==> config.mk <==
export PLATFORM = sky130hd
export DESIGN_NAME = udp_ipv4_checksum_engine
export DESIGN_NICKNAME = d
export VERILOG_FILES = /design/src/hw/rtl/uce_pkg.sv /design/src/hw/rtl/uce_lane.sv /design/src/hw/rtl/uce_merge.sv /design/src/hw/rtl/udp_ipv4_checksum_engine.sv
export SDC_FILE = /design/constraint.sdc
export NUM_CORES = 1
export LEC_CHECK = 0
export ABC_AREA = 1
export BUFFER_PORTS_ARGS = -buffer_cell sky130_fd_sc_hd__buf_2
export CORE_MARGIN = 2
export CORE_UTILIZATION = 30
export DETAILED_ROUTE_END_ITERATION = 6
export GPL_TIMING_DRIVEN = 0
export PLACE_DENSITY = 0.42
export SLEW_MARGIN = 20
export SYNTH_ARGS = -nofsm -noshare
export SYNTH_HDL_FRONTEND = slang
export SYNTH_HIERARCHICAL = 1
export SYNTH_SLANG_ARGS = --single-unit
==> constraint.sdc <==
create_clock -name i_clk -period 6.4 [get_ports i_clk]
set_input_delay 0.64 -clock i_clk [delete_from_list [all_inputs] [get_ports i_clk]]
set_output_delay 0.64 -clock i_clk [all_outputs]
set_load 0.05 [all_outputs]
==> src/hw/rtl/uce_pkg.sv <==
package uce_pkg;

    localparam int HALF_W    = 16;
    localparam int LANES     = 6;
    localparam int COUNT_W   = 17;
    localparam int S_TDATA_W = 152;
    localparam int M_TDATA_W = 16;

    // Lane assignment: what each lane folds on the way in.
    localparam int LANE_SRC   = 0;  // source address halves
    localparam int LANE_DST   = 1;  // destination address halves
    localparam int LANE_PROTO = 2;  // protocol number and header checksum field
    localparam int LANE_PORTS = 3;  // source and destination ports
    localparam int LANE_DATA  = 4;  // payload word halves
    localparam int LANE_LEN   = 5;  // UDP length, counted twice

    // Slave tdata field offsets, lowest bit first.
    localparam int OFS_DATA         = 0;
    localparam int OFS_COUNT        = 32;
    localparam int OFS_SRC_ADDR     = 35;
    localparam int OFS_DST_ADDR     = 67;
    localparam int OFS_SRC_UDP_PORT = 99;
    localparam int OFS_DST_UDP_PORT = 115;
    localparam int OFS_HDR_CK       = 131;

    localparam logic [HALF_W-1:0]  UDP_PROTOCOL  = 16'd17;
    localparam logic [HALF_W-1:0]  UDP_HDR_BYTES = 16'd8;
    localparam logic [2:0]         WORD_BYTES    = 3'd4;

    typedef logic [HALF_W-1:0] t_half;

    typedef struct packed {
        logic last;
        logic start;
    } t_ctrl;

    // Ones' complement add with end-around carry.
    function automatic t_half eac_add(input t_half a, input t_half b);
        logic [HALF_W:0] s;
        s = {1'b0, a} + {1'b0, b};
        return s[HALF_W-1:0] + t_half'(s[HALF_W]);
    endfunction

endpackage

==> src/hw/rtl/uce_lane.sv <==
module uce_lane (
    input  logic          i_clk,
    input  logic          i_en,
    input  uce_pkg::t_half i_a,
    input  uce_pkg::t_half i_b,
    output uce_pkg::t_half o_sum
);

    uce_pkg::t_half r_sum;

    always_ff @(posedge i_clk) begin
        if (i_en) begin
            r_sum <= uce_pkg::eac_add(i_a, i_b);
        end
    end

    assign o_sum = r_sum;

endmodule

==> src/hw/rtl/uce_merge.sv <==
module uce_merge (
    input  logic           i_clk,
    input  logic           i_rst_n,
    input  logic           i_a_valid,
    input  uce_pkg::t_ctrl i_a_ctrl,
    input  uce_pkg::t_half i_part [uce_pkg::LANES],
    output logic           o_a_take,
    output logic           o_valid,
    input  logic           i_ready,
    output uce_pkg::t_half o_checksum,
    output logic           o_is_zero
);

    logic           r_b_valid;
    uce_pkg::t_ctrl r_b_ctrl;
    uce_pkg::t_half r_b0;
    uce_pkg::t_half r_b1;
    uce_pkg::t_half r_acc;
    logic           r_out_valid;
    uce_pkg::t_half r_out_ck;
    logic           r_out_zero;

    logic           out_free;
    logic           b_move;
    uce_pkg::t_half acc_base;
    uce_pkg::t_half n_acc;

    assign out_free = !r_out_valid || i_ready;
    // Only a last word needs the output register to be free.
    assign b_move   = r_b_valid && (!r_b_ctrl.last || out_free);
    assign o_a_take = i_a_valid && (!r_b_valid || b_move);

    assign acc_base = r_b_ctrl.start ? '0 : r_acc;
    assign n_acc    = uce_pkg::eac_add(uce_pkg::eac_add(acc_base, r_b0), r_b1);

    always_ff @(posedge i_clk) begin
        if (o_a_take) begin
            r_b0 <= uce_pkg::eac_add(
                uce_pkg::eac_add(i_part[uce_pkg::LANE_SRC], i_part[uce_pkg::LANE_DST]),
                uce_pkg::eac_add(i_part[uce_pkg::LANE_PROTO], i_part[uce_pkg::LANE_PORTS]));
            r_b1 <= uce_pkg::eac_add(i_part[uce_pkg::LANE_DATA], i_part[uce_pkg::LANE_LEN]);
        end
        if (b_move && r_b_ctrl.last) begin
            r_out_ck   <= ~n_acc;
            r_out_zero <= (n_acc == 16'hffff);
        end
    end

    always_ff @(posedge i_clk) begin
        if (!i_rst_n) begin
            r_b_valid   <= 1'b0;
            r_b_ctrl    <= '0;
            r_acc       <= '0;
            r_out_valid <= 1'b0;
        end else begin
            if (o_a_take) begin
                r_b_valid <= 1'b1;
                r_b_ctrl  <= i_a_ctrl;
            end else if (b_move) begin
                r_b_valid <= 1'b0;
            end
            if (b_move) begin
                r_acc <= n_acc;
            end
            if (b_move && r_b_ctrl.last) begin
                r_out_valid <= 1'b1;
            end else if (i_ready) begin
                r_out_valid <= 1'b0;
            end
        end
    end

    assign o_valid    = r_out_valid;
    assign o_checksum = r_out_ck;
    assign o_is_zero  = r_out_zero;

endmodule

==> src/hw/rtl/udp_ipv4_checksum_engine.sv <==
// Pipeline: a last word passes the lane registers, the merge register and the output
//   register before its result is presented; the accumulator update is a registered loop.
// Throughput: one word per cycle while no held result stalls the input.
// Reset: synchronous, active low; sets the packet-start flag and clears the pipeline valids,
//   the latched mode, byte count and running sum. Payload registers are not reset.
module udp_ipv4_checksum_engine (
    input  logic                            i_clk,
    input  logic                            i_rst_n,
    input  logic                            i_s_axis_tvalid,
    output logic                            o_s_axis_tready,
    // tdata from bit 0: data_word[31:0], byte_count[34:32], src_address[66:35],
    // dst_address[98:67], src_udp_port[114:99], dst_udp_port[130:115],
    // header_check[146:131], zero fill [151:147]
    input  logic [uce_pkg::S_TDATA_W-1:0]   i_s_axis_tdata,
    // tuser: mode
    input  logic                            i_s_axis_tuser,
    input  logic                            i_s_axis_tlast,
    output logic                            o_m_axis_tvalid,
    input  logic                            i_m_axis_tready,
    // tdata: checksum[15:0]
    output logic [uce_pkg::M_TDATA_W-1:0]   o_m_axis_tdata,
    // tuser: is_zero
    output logic                            o_m_axis_tuser
);

    // Packet tracking state, updated on every accepted request.
    logic                               r_start;
    logic                               r_mode;
    logic [uce_pkg::COUNT_W-1:0]        r_bytes;

    // Stage A: the lane registers plus their control.
    logic                               r_a_valid;
    uce_pkg::t_ctrl                     r_a_ctrl;

    logic                               accept;
    logic                               a_take;
    logic                               mode_eff;
    logic                               pseudo;
    logic [2:0]                         count;
    logic [31:0]                        keep;
    logic [31:0]                        data_masked;
    logic [uce_pkg::COUNT_W-1:0]        n_bytes;
    uce_pkg::t_half                     udp_len;
    uce_pkg::t_ctrl                     ctrl_in;

    logic [31:0]                        f_data;
    logic [2:0]                         f_count;
    logic [31:0]                        f_src_addr;
    logic [31:0]                        f_dst_addr;
    uce_pkg::t_half                     f_src_udp_port;
    uce_pkg::t_half                     f_dst_udp_port;
    uce_pkg::t_half                     f_hdr_ck;

    uce_pkg::t_half                     lane_a   [uce_pkg::LANES];
    uce_pkg::t_half                     lane_b   [uce_pkg::LANES];
    uce_pkg::t_half                     lane_sum [uce_pkg::LANES];

    // Unpack the request fields.
    assign f_data         = i_s_axis_tdata[uce_pkg::OFS_DATA         +: 32];
    assign f_count        = i_s_axis_tdata[uce_pkg::OFS_COUNT        +: 3];
    assign f_src_addr     = i_s_axis_tdata[uce_pkg::OFS_SRC_ADDR     +: 32];
    assign f_dst_addr     = i_s_axis_tdata[uce_pkg::OFS_DST_ADDR     +: 32];
    assign f_src_udp_port = i_s_axis_tdata[uce_pkg::OFS_SRC_UDP_PORT +: 16];
    assign f_dst_udp_port = i_s_axis_tdata[uce_pkg::OFS_DST_UDP_PORT +: 16];
    assign f_hdr_ck       = i_s_axis_tdata[uce_pkg::OFS_HDR_CK       +: 16];

    assign o_s_axis_tready = !r_a_valid || a_take;
    assign accept          = i_s_axis_tvalid && o_s_axis_tready;

    // Mode is taken from the first word of a packet and held to its end.
    assign mode_eff = r_start ? i_s_axis_tuser : r_mode;
    // The pseudo-header addresses, protocol, ports and header field enter once.
    assign pseudo   = r_start && i_s_axis_tuser;

    // Clamp oversize byte counts to a full word.
    assign count = (f_count > uce_pkg::WORD_BYTES) ? uce_pkg::WORD_BYTES : f_count;

    // Zero the bytes past the count; the first byte sits in the top bits.
    always_comb begin
        case (count)
            3'd0:    keep = 32'h0000_0000;
            3'd1:    keep = 32'hff00_0000;
            3'd2:    keep = 32'hffff_0000;
            3'd3:    keep = 32'hffff_ff00;
            default: keep = 32'hffff_ffff;
        endcase
    end
    assign data_masked = f_data & keep;

    // Running byte count wraps at 17 bits; only its low half enters the length.
    assign n_bytes = (r_start ? '0 : r_bytes) + uce_pkg::COUNT_W'(count);
    assign udp_len = uce_pkg::UDP_HDR_BYTES + n_bytes[uce_pkg::HALF_W-1:0];

    // Feed the lanes; a lane with nothing to add this word sees zeros.
    always_comb begin
        lane_a[uce_pkg::LANE_SRC]   = pseudo ? f_src_addr[31:16] : '0;
        lane_b[uce_pkg::LANE_SRC]   = pseudo ? f_src_addr[15:0]  : '0;
        lane_a[uce_pkg::LANE_DST]   = pseudo ? f_dst_addr[31:16] : '0;
        lane_b[uce_pkg::LANE_DST]   = pseudo ? f_dst_addr[15:0]  : '0;
        lane_a[uce_pkg::LANE_PROTO] = pseudo ? uce_pkg::UDP_PROTOCOL : '0;
        lane_b[uce_pkg::LANE_PROTO] = pseudo ? f_hdr_ck   : '0;
        lane_a[uce_pkg::LANE_PORTS] = pseudo ? f_src_udp_port : '0;
        lane_b[uce_pkg::LANE_PORTS] = pseudo ? f_dst_udp_port : '0;
        lane_a[uce_pkg::LANE_DATA]  = data_masked[31:16];
        lane_b[uce_pkg::LANE_DATA]  = data_masked[15:0];
        lane_a[uce_pkg::LANE_LEN]   = (mode_eff && i_s_axis_tlast) ? udp_len : '0;
        lane_b[uce_pkg::LANE_LEN]   = (mode_eff && i_s_axis_tlast) ? udp_len : '0;
    end

    for (genvar g = 0; g < uce_pkg::LANES; g++) begin : g_lane
        uce_lane u_lane (
            .i_clk (i_clk),
            .i_en  (accept),
            .i_a   (lane_a[g]),
            .i_b   (lane_b[g]),
            .o_sum (lane_sum[g])
        );
    end

    assign ctrl_in.last  = i_s_axis_tlast;
    assign ctrl_in.start = r_start;

    always_ff @(posedge i_clk) begin
        if (!i_rst_n) begin
            r_start   <= 1'b1;
            r_mode    <= 1'b0;
            r_bytes   <= '0;
            r_a_valid <= 1'b0;
            r_a_ctrl  <= '0;
        end else begin
            if (accept) begin
                r_start   <= i_s_axis_tlast;
                r_mode    <= mode_eff;
                r_bytes   <= n_bytes;
                r_a_valid <= 1'b1;
                r_a_ctrl  <= ctrl_in;
            end else if (a_take) begin
                r_a_valid <= 1'b0;
            end
        end
    end

    // Merge the lane partials, fold them into the packet sum, hold the result.
    uce_merge u_merge (
        .i_clk      (i_clk),
        .i_rst_n    (i_rst_n),
        .i_a_valid  (r_a_valid),
        .i_a_ctrl   (r_a_ctrl),
        .i_part     (lane_sum),
        .o_a_take   (a_take),
        .o_valid    (o_m_axis_tvalid),
        .i_ready    (i_m_axis_tready),
        .o_checksum (o_m_axis_tdata),
        .o_is_zero  (o_m_axis_tuser)
    );

endmodule

Word level (Yosys, flattened, before mapping)
Cells that the tools add are included.

word-level totals
  register bits after elaboration = 187
  input port bits = 158

cells by class
  reductions and logical operators = 18
  bitwise operators = 2
  multiplexer cells = 20
  add/sub/neg operators = 26
  $lt $le $gt $ge = 1
  eq/ne operators = 4

operator list
  cell                     number
  $add A16 B1 Y16          12
  $add A16 B16 Y17         11
  $mux W16                 9
  $pmux W32 S4             1
  $and A32 B32 Y32         1
  $add A17 B3 Y17          1
  $add A5 B16 Y17          1
  $mux W17                 1
  $add A4 B16 Y16 const A  1
  $eq A16 B16 Y1 const B   1
  $not A16 Y16             1
  $mux W1                  7
  $eq A3 B2 Y1 const B     2
  $logic_and A1 B1 Y1      6
  $reduce_bool A2 Y1       3
  $mux W5                  1
  $logic_not A1 Y1         4
  $logic_or A1 B1 Y1       4
  $eq A3 B1 Y1 const B     1
  $gt A3 B3 Y1 const B     1
  $logic_not A3 Y1         1
  $mux W3                  1

Logic depth before layout (Yosys ltp)
Gate-level depths: netlist of the first run.

  depth in word-level cells = 9
  depth in mapped cells = 47
  depth with buffers taken out = 47

By module
The synthesis of the first run kept the hierarchy.

modules (own cells, without submodules)
  module                            instances  area an instance (µm²)  seq. area each (µm²)  cells an instance
  uce_merge                         1          9577.9                  1871.8                1443
  uce_lane at g_lane[1].u_lane ...  3          1894.3                  480.5                 298
  uce_lane at g_lane[0].u_lane ...  2          1953.1                  480.5                 292
  udp_ipv4_checksum_engine          1          3042.9                  420.4                 607
  uce_lane at g_lane[3].u_lane      1          1848.0                  480.5                 270

Worst setup path before layout of the first run
No wires, ideal clock.

  kind = input to register
  from = input port i_m_axis_tready
  to = register g_lane[0].u_lane.r_sum[0], enable pin
  required time = 5902 ps
  path slack = 712 ps
  stages = 9
  arrival = 5190 ps
  cells stage by stage = inv_1 > nand4_1 > nand2_1 > inv_1 > inv_1 > nand2_1 > nand2_1 > clkinv_1 > clkbuf_1

between the ends
  longest elaborated chain between the ends = 7

RTL lines
  item                    RTL line                        text
  start: declaration      udp_ipv4_checksum_engine.sv:19  input logic i_m_axis_tready,
  $logic_or A1 B1 Y1      uce_merge.sv:28                 assign out_free = !r_out_valid || i_ready;
  $logic_or A1 B1 Y1      uce_merge.sv:30                 assign b_move = r_b_valid && (!r_b_ctrl.last || out_free);
  $logic_and A1 B1 Y1     uce_merge.sv:30
  $logic_or A1 B1 Y1      uce_merge.sv:31                 assign o_a_take = i_a_valid && (!r_b_valid || b_move);
  $logic_and A1 B1 Y1     uce_merge.sv:31
  net a_take              udp_ipv4_checksum_engine.sv:36  logic a_take;
  $logic_or A1 B1 Y1      udp_ipv4_checksum_engine.sv:67  assign o_s_axis_tready = !r_a_valid || a_take;
  net o_s_axis_tready     udp_ipv4_checksum_engine.sv:10  output logic o_s_axis_tready,
  $logic_and A1 B1 Y1     udp_ipv4_checksum_engine.sv:68  assign accept = i_s_axis_tvalid && o_s_axis_tready;
  net accept              udp_ipv4_checksum_engine.sv:35  logic accept;
  end signal: assignment  uce_lane.sv:13                  r_sum <= uce_pkg::eac_add(i_a, i_b);
  end: declaration        uce_lane.sv:9                   uce_pkg::t_half r_sum;

The timed path passes the listed nets, and every way through them passes these cells.
A chain may end at the register's enable or synchronous reset.

Worst setup path after layout of the first run
  from = register u_merge/r_b_ctrl[0] (netlist name)
  to = register u_merge.r_out_ck[14] (netlist: u_merge/o_checksum[14]), data pin

between the ends
  longest elaborated chain between the ends = 6

RTL lines
  item                      RTL line         text
  start: declaration        uce_merge.sv:15  uce_pkg::t_ctrl r_b_ctrl;
  start signal: assignment  uce_merge.sv:58  r_b_ctrl <= i_a_ctrl;
  $mux W16                  uce_merge.sv:33  assign acc_base = r_b_ctrl.start ? '0 : r_acc;
  $add A16 B16 Y17          uce_pkg.sv:40    s = {1'b0, a} + {1'b0, b};
  $add A16 B1 Y16           uce_pkg.sv:41    return s[HALF_W-1:0] + t_half'(s[HALF_W]);
  $add A16 B16 Y17          uce_pkg.sv:40
  $add A16 B1 Y16           uce_pkg.sv:41
  $not A16 Y16              uce_merge.sv:44  r_out_ck <= ~n_acc;
  end signal: assignment    uce_merge.sv:44
  end: declaration          uce_merge.sv:20  uce_pkg::t_half r_out_ck;

Every way passes these cells.

==> flow_metrics.env, run 1 <==
export IMPL_status="completed"
export IMPL_p_per_area_nw_per_um2=309
export IMPL_start_kind="flop"
export IMPL_core_area_um2=79100
export IMPL_cts_sinks=186
export IMPL_io_buffer_count=171
export IMPL_cts_tree="yes"
export IMPL_drt_total_wl_um=65800
export IMPL_critPathRequiredTime_ns=6.66
export IMPL_r2r_end="u_merge/o_checksum[14]$_DFFE_PP_"
export IMPL_holdPathStages=2
export IMPL_cts_buffers=17
export IMPL_crit_family="simple AND/OR/NAND/NOR gates"
export IMPL_synthDominantCellAreaShare_pct=18.1
export IMPL_synth_area_um2=24100
export IMPL_synthTopCellsByCount="1096 x nand2_1, 711 x inv_1, 426 x nor2_1, 275 x nand3_1, 220 x ha_1"
export IMPL_drc=0
export IMPL_maxSlewViolCount=0
export IMPL_rows=103
export IMPL_finalClockSkew_ns=0.0202
export IMPL_area_growth_pct=13.0
export IMPL_hpwl_um=56000
export IMPL_clockBufferDepth=2
export IMPL_placed_area_um2=26300
export IMPL_synth_area_leaders="edfxtp_1 18%, nand2_1 17%, ha_1 11%"
export IMPL_final_hold_violation_count=0
export IMPL_finalSetupViolations=0
export IMPL_place_congestion=0.847
export IMPL_synth_seq_area_share_pct=21.5
export IMPL_slowest_stage="dfxtp_4"
export IMPL_die_area_um2=82500
export IMPL_drtAntennaViolNets=0
export IMPL_num_io_pins=177
export IMPL_async_flop_share_pct=0
export IMPL_drtIter0Drc=1034
export IMPL_design_area_um2=27200
export IMPL_leakagePower_nw=14.4
export IMPL_hold_start="r_bytes[0]$_SDFFE_PN0P_"
export IMPL_end_kind="flop"
export IMPL_worst_ep_arrival_time_ns=6.16
export IMPL_clk_pin_slew_ns=0.08
export IMPL_pre_cts_ws_ns=-0.822
export IMPL_finalNetCount=4408
export IMPL_syn_avg_cell_area_um2=6.33
export IMPL_clk_latency_ns=0.50
export IMPL_ir_drop_mv=0.240
export IMPL_fin_util_pct=34.3
export IMPL_cts_hold_buf=0
export IMPL_worst_slack_ns=0.494
export IMPL_reg2reg_from="u_merge/r_b_ctrl[0]$_SDFFE_PN0P_"
export IMPL_clock_fmax_mhz=169
export IMPL_path_buf_inv=7
export IMPL_first_pass_iters=5
export IMPL_track_usage_pct=16.4
export IMPL_maxCapViolations=0
export IMPL_worst_path_max_fanout=7
export IMPL_grt_pass1_wl_um=110000
export IMPL_grt_pass1_vias=21900
export IMPL_synth_distinct_cells=62
export IMPL_holdPathEnd="r_bytes[0]$_SDFFE_PN0P_"
export IMPL_critPathKind="reg -> reg"
export IMPL_wl_per_cell_um=12.9
export IMPL_fin_crit_sh_pct=92.3
export IMPL_initial_core_util_pct=30.4
export IMPL_hold_path_class="reg -> reg"
export IMPL_synth_seq_cells=186
export IMPL_grt_antenna_before_repair=2
export IMPL_root_buffer="clkbuf_16"
export IMPL_die_h_um=287
export IMPL_die_w_um=287
export IMPL_yosys_area_top_type="edfxtp_1"
export IMPL_synth_edf_count=145
export IMPL_worst_r2r_setup_slack_ns=0.49
export IMPL_r2r_cells=44
export IMPL_grt_max_degree=45
export IMPL_vias=22500
export IMPL_cpMostUsedCell="nand2_1"
export IMPL_synth_most_common_cell="nand2_1"
export IMPL_synth_ff_type="edfxtp_1"
export IMPL_grt_overflow=0
export IMPL_drive_gt1_share_pct=12.2
export IMPL_via_per_inst=4.43
export IMPL_synthCells=3798
export IMPL_h_tree_depth=4
export IMPL_period_needed_ns=5.91
export IMPL_tightestPinTransition_ns=0.852
export IMPL_slew_headroom_pct=43.1
export IMPL_slowest_delay_ns=0.37
export IMPL_yosysWarnings=6
export IMPL_diodes=0
==> metrics by stage <==
step                setup TNS [ns]  instances  hold slack, ns  power, mW
floorplan                        0       3812           0.430       5.79
CTS                              0       5066           0.434       8.36
global route                -0.108       5080           0.470       9.32
global placement           -169.16       5033           0.443       7.23
detailed placement          -11.88       5035           0.448       7.20
finish                           0       5080           0.460       8.40
==> layout make-up <==
cell class                      count  area, um^2
Fill cell                        9032       51900
Multi-Input combinational cell   2854       16200
Sequential cell                   186        5180
Inverter                          747        2810
Tap cell                         1050        1310
Timing Repair Buffer              188        1030
Clock buffer                       22         475
Buffer                             23         113
Clock inverter                     10        81.3
==> placed cells by master, fill, tap and decap left out, drive strengths merged, types with 5 or more instances in the layout <==
cell type	instances
dfxtp	41
o21ai	88
nand3	301
conb	15
nor2	488
buf	192
xnor2	60
nand4	71
o21bai	16
a21boi	7
and2	13
ha	220
fa	13
o211ai	5
clkinv	11
a21o	6
inv	746
nor3	30
or2	10
nand3b	20
xor2	118
nand2	1173
clkbuf	41
edfxtp	145
a21oi	176
==> repair_timing <==
action | 4_1_cts | 5_1_grt
pin swaps | 3 | 18
buffers inserted | 0 | 15
gates resized for setup | 12 | 34
setup endpoints to repair | 25 | 34
==> logic make-up (layout without fill, tap and decap cells) <==
group	after synthesis	in the layout	synth area share (%)
xor gates and xnor gates	178	178	6.90
other	1	15	0.0156
and+or+nand+nor	2114	2114	39.6
AOI/OAI and AO/OA	314	314	7.33
DFF	186	186	21.5
adders and majority gates	233	233	12.5
buffers and inverters	772	990	12.1
==> per-layer routing <==
metal,vias up,GRT usage (%),wire length (um)
met5,-,0,0
met2,223,26.8,29300
met1,9852,23.1,34100
met3,31,1.68,1540
li1,12400,-,-
met4,0,3.48,725
==> sequential cells by signal, indices dropped and copies added (netlist names), 2 cells and up <==
name	cells
g_lane.u_lane/o_sum	96
r_bytes	16
u_merge/o_checksum	16
u_merge/r_acc	16
u_merge/r_b0	16
u_merge/r_b1	16
r_a_ctrl	2
u_merge/r_b_ctrl	2
==> worst max-delay path by stage <==
stage | start | end | slack, ns | cells after the start
2_1_floorplan | i_m_axis_tready | g_lane[0].u_lane/o_sum[0]$_DFFE_PP_ | 0.71 | 9
3_3_place_gp | i_m_axis_tready | r_bytes[12]$_SDFFE_PN0P_ | -1.59 | 11
3_5_place_dp | u_merge/r_b_ctrl[0]$_SDFFE_PN0P_ | u_merge/o_is_zero$_DFFE_PP_ | -0.82 | 41
4_1_cts | u_merge/r_b_ctrl[0]$_SDFFE_PN0P_ | u_merge/o_is_zero$_DFFE_PP_ | 0.008 | 46
5_1_grt | u_merge/r_b_ctrl[0]$_SDFFE_PN0P_ | u_merge/o_is_zero$_DFFE_PP_ | -0.05 | 45
6_report | u_merge/r_b_ctrl[0]$_SDFFE_PN0P_ | u_merge/o_checksum[14]$_DFFE_PP_ | 0.49 | 44
==> tightest hold or removal path, stage by stage, from the launching register on <==
cell and delay [ns]:
dfxtp_1 0.30, inv_1 0.06, a21oi_1 0.06
==> power by group <==
part / internal [mW] / leakage [nW] / switching, mW
sequential: 1.64 / 1.74 / 0.0804
clock: 0.539 / 0.278 / 0.531
combinational: 1.86 / 12.4 / 3.75
total: 4.03 / 14.4 / 4.36
Power figures use the tool's default switching activity.
==> run 2: changes to the inputs <==
- ABC_AREA: 1 -> default
- CORE_MARGIN: 2 -> default
- PLACE_DENSITY: 0.42 -> 0.43
==> run 2 against run 1 <==
The run now ends with setup timing left. Global-route usage is 1.2 points lower. Fmax shrank 20%. First-iteration DRC count fell by 45%. Critical path depth decreased by 12. Wire length is 21% lower.
==> flow_metrics.env, run 2 <==
export IMPL_clock_fmax_mhz=136
export IMPL_critPathKind="reg -> reg"
export IMPL_grt_pass1_vias=16800
export IMPL_io_buffer_count=170
export IMPL_end_kind="flop"
export IMPL_syn_avg_cell_area_um2=9.07
export IMPL_hpwl_um=42200
export IMPL_grt_overflow=0
export IMPL_synth_top_family_by_area="simple AND/OR/NAND/NOR gates"
export IMPL_die_area_um2=68600
export IMPL_ir_drop_mv=0.260
export IMPL_first_pass_iters=5
export IMPL_layout_common_cells="198 x ha_1, 175 x buf_2, 169 x xnor2_1"
export IMPL_worst_path_max_fanout=7
export IMPL_nFillCells=6846
export IMPL_drive_gt1_share_pct=22.4
export IMPL_rows=94
export IMPL_holdPathStages=2
export IMPL_start_kind="flop"
export IMPL_synthDominantCellAreaShare_pct=21.5
export IMPL_p_sw_mw=4.16
export IMPL_placed_area_um2=22300
export IMPL_area_growth_pct=20.7
export IMPL_finalClockSkew_ns=0.0179
export IMPL_cts_hold_buf=0
export IMPL_post_place_cells=3282
export IMPL_tightestPinTransition_ns=1.02
export IMPL_combPwrFrac_pct=69.1
export IMPL_die_w_um=262
export IMPL_p_int_mw=5.13
export IMPL_slowest_stage="or4_4"
export IMPL_cpMostUsedCell="or4_4"
export IMPL_synth_compound_area_share_pct=19.0
export IMPL_synthTopCellsByCount="220 x ha_1, 185 x xnor2_1, 167 x nand2_1, 148 x and3_1, 145 x edfxtp_1"
export IMPL_track_usage_pct=15.1
export IMPL_clk_latency_ns=0.47
export IMPL_core_area_um2=66300
export IMPL_place_congestion=0.849
export IMPL_period_needed_ns=7.35
export IMPL_grt_antenna_before_repair=1
export IMPL_critPathRequiredTime_ns=6.71
export IMPL_worst_r2r_setup_slack_ns=-0.95
export IMPL_clockBufferDepth=2
export IMPL_cts_buffers=17
export IMPL_finalSetupViolations=5
export IMPL_synthCells=2232
export IMPL_initial_core_util_pct=30.5
export IMPL_dr_wl_met3_um=1120
export IMPL_r2r_cells=32
export IMPL_synth_xor_area_share_pct=14.0
export IMPL_synth_most_common_cell="ha_1"
export IMPL_synth_seq_area_share_pct=25.5
export IMPL_stdcell_count=3396
export IMPL_diodes=0
export IMPL_maxCapViolations=0
export IMPL_cts_sinks=186
export IMPL_root_buffer="clkbuf_16"
export IMPL_die_h_um=262
export IMPL_drtIter0Drc=569
export IMPL_synth_seq_cells=186
export IMPL_yosys_area_top_type="edfxtp_1"
export IMPL_pre_cts_ws_ns=-1.66
export IMPL_met2WireLength_um=25500
export IMPL_design_area_um2=24500
export IMPL_p_total_mw=9.29
export IMPL_layout_commonest_cell="ha_1"
export IMPL_muxShareOfSynthArea_pct=0.340
export IMPL_via_per_inst=5.03
export IMPL_num_io_pins=177
export IMPL_swShare_pct=44.8
export IMPL_synth_edf_count=145
export IMPL_synth_area_um2=20300
export IMPL_synth_area_leaders="edfxtp_1 21%, ha_1 14%, xnor2_1 8.0%"
export IMPL_p_clk_share_pct=11.9
export IMPL_synth_fa_ha_area_share_pct=15.0
export IMPL_worst_ep_arrival_time_ns=7.66
export IMPL_worst_slack_ns=-0.952
export IMPL_finalNetCount=2910
export IMPL_synth_distinct_cells=114
export IMPL_slowest_delay_ns=0.50
export IMPL_synth_simple_area_share_pct=23.5
export IMPL_routed_top_layer="met5"
export IMPL_maxSlewViolCount=0
export IMPL_wl_per_cell_um=15.3
export IMPL_grt_max_degree=54
export IMPL_status="complete, but fails checks"
export IMPL_rsz0062_at_grt="true"
export IMPL_final_setup_tns_ns=-1.85
export IMPL_drc=0
export IMPL_grt_pass1_wl_um=83500
export IMPL_leakagePower_nw=10.5
export IMPL_p_per_area_nw_per_um2=380
export IMPL_wl_met1_um=24300
export IMPL_cts_tree="yes"
export IMPL_slew_headroom_pct=31.9
export IMPL_hold_path_class="reg -> reg"
export IMPL_vias=17100
export IMPL_h_tree_depth=4
export IMPL_async_flop_share_pct=0
export IMPL_violations="setup timing"
export IMPL_fin_crit_sh_pct=115
export IMPL_seqPwrFrac_pct=19.0
export IMPL_clk_pin_slew_ns=0.08
export IMPL_synth_ff_type="edfxtp_1"
export IMPL_final_hold_violation_count=0
export IMPL_drt_total_wl_um=52000
export IMPL_drtAntennaViolNets=0
export IMPL_yosysWarnings=6
export IMPL_largest_register_ffs=96
==> run 2: cell count changes after synthesis, moves of 34 or more <==
cell / before / now
a211oi_1: 0 / 34
a21o_1: 6 / 64
a21oi_1: 172 / 128
and3_1: 3 / 148
inv_1: 711 / 58
nand2_1: 1096 / 167
nand2_2: 69 / 2
nand3_1: 275 / 63
nand4_1: 69 / 23
nor2_1: 426 / 126
nor2b_1: 0 / 66
xnor2_1: 56 / 185
==> run 2: critical path, delay by kind of cell (launching register included) <==
family                   cells  cell delay [ns]
AND/OR/NAND/NOR             10             2.66
AO/OA/AOI/OAI               13             2.23
adder cells (fa/ha/maj)      6             1.57
flip-flops                   1             0.38
buffers and inverters        2             0.21
XOR/XNOR                     1             0.14
==> run 2: cell families after synthesis <==
group / after synthesis
AOI/OAI and AO/OA: 537
buffers and inverters: 123
xor gates and xnor gates: 312
muxes: 6
other: 1
DFF: 186
and+or+nand+nor: 832
adders and majority gates: 235
==> run 2: routing by layer <==
| layer | global-route usage, % | vias up |
|---|---|---|
| li1 | - | 8881 |
| met1 | 19.1 | 7972 |
| met2 | 26.6 | 169 |
| met3 | 1.87 | 46 |
| met4 | 4.55 | 2 |
| met5 | 0 | - |
==> run 2: layout make-up <==
type,instances,area [um^2],area share [%]
multi-input cells,1937,15500,63.3
flip-flops and latches,186,5180,21.2
repair buffers,256,1570,6.41
well taps,864,1080,4.42
clock buffers,17,425,1.74
plain buffers,57,302,1.23
inverters,64,240,0.982
clock inverters,15,173,0.706
==> run 2: power groups by stage <==
stage	registers (mW)	logic [mW]	clock network [mW]
final	1.77	6.42	1.10
after global placement	1.81	4.83	0
after global routing	1.79	7.04	1.18
after floorplan	1.78	3.78	0
after detailed placement	1.80	4.88	0
after CTS	1.77	5.87	1.15
==> run 2: through the flow <==
stage               utilization [%]  hold WS [ns]
floorplan                         -         0.422
global placement               33.6         0.451
detailed placement             33.7         0.460
CTS                            36.1         0.435
global route                   36.9         0.452
finish                         36.9         0.465
==> run 2: final timing paths <==
kind	start	end
setup / recovery	u_merge/r_b_ctrl[0]$_SDFFE_PN0P_	u_merge/o_is_zero$_DFFE_PP_
hold / removal	r_a_valid$_SDFFE_PN0P_	u_merge/r_b_valid$_SDFFE_PN0P_
setup reg to reg	u_merge/r_b_ctrl[0]$_SDFFE_PN0P_	u_merge/o_is_zero$_DFFE_PP_
hold reg to reg	r_a_valid$_SDFFE_PN0P_	u_merge/r_b_valid$_SDFFE_PN0P_
==> run 2: timing repair <==
action | in CTS | in global routing
endpoints found under the setup margin | 56 | 44
resized for setup | 121 | 64
pin swaps | 69 | 66
setup buffers | 62 | 24
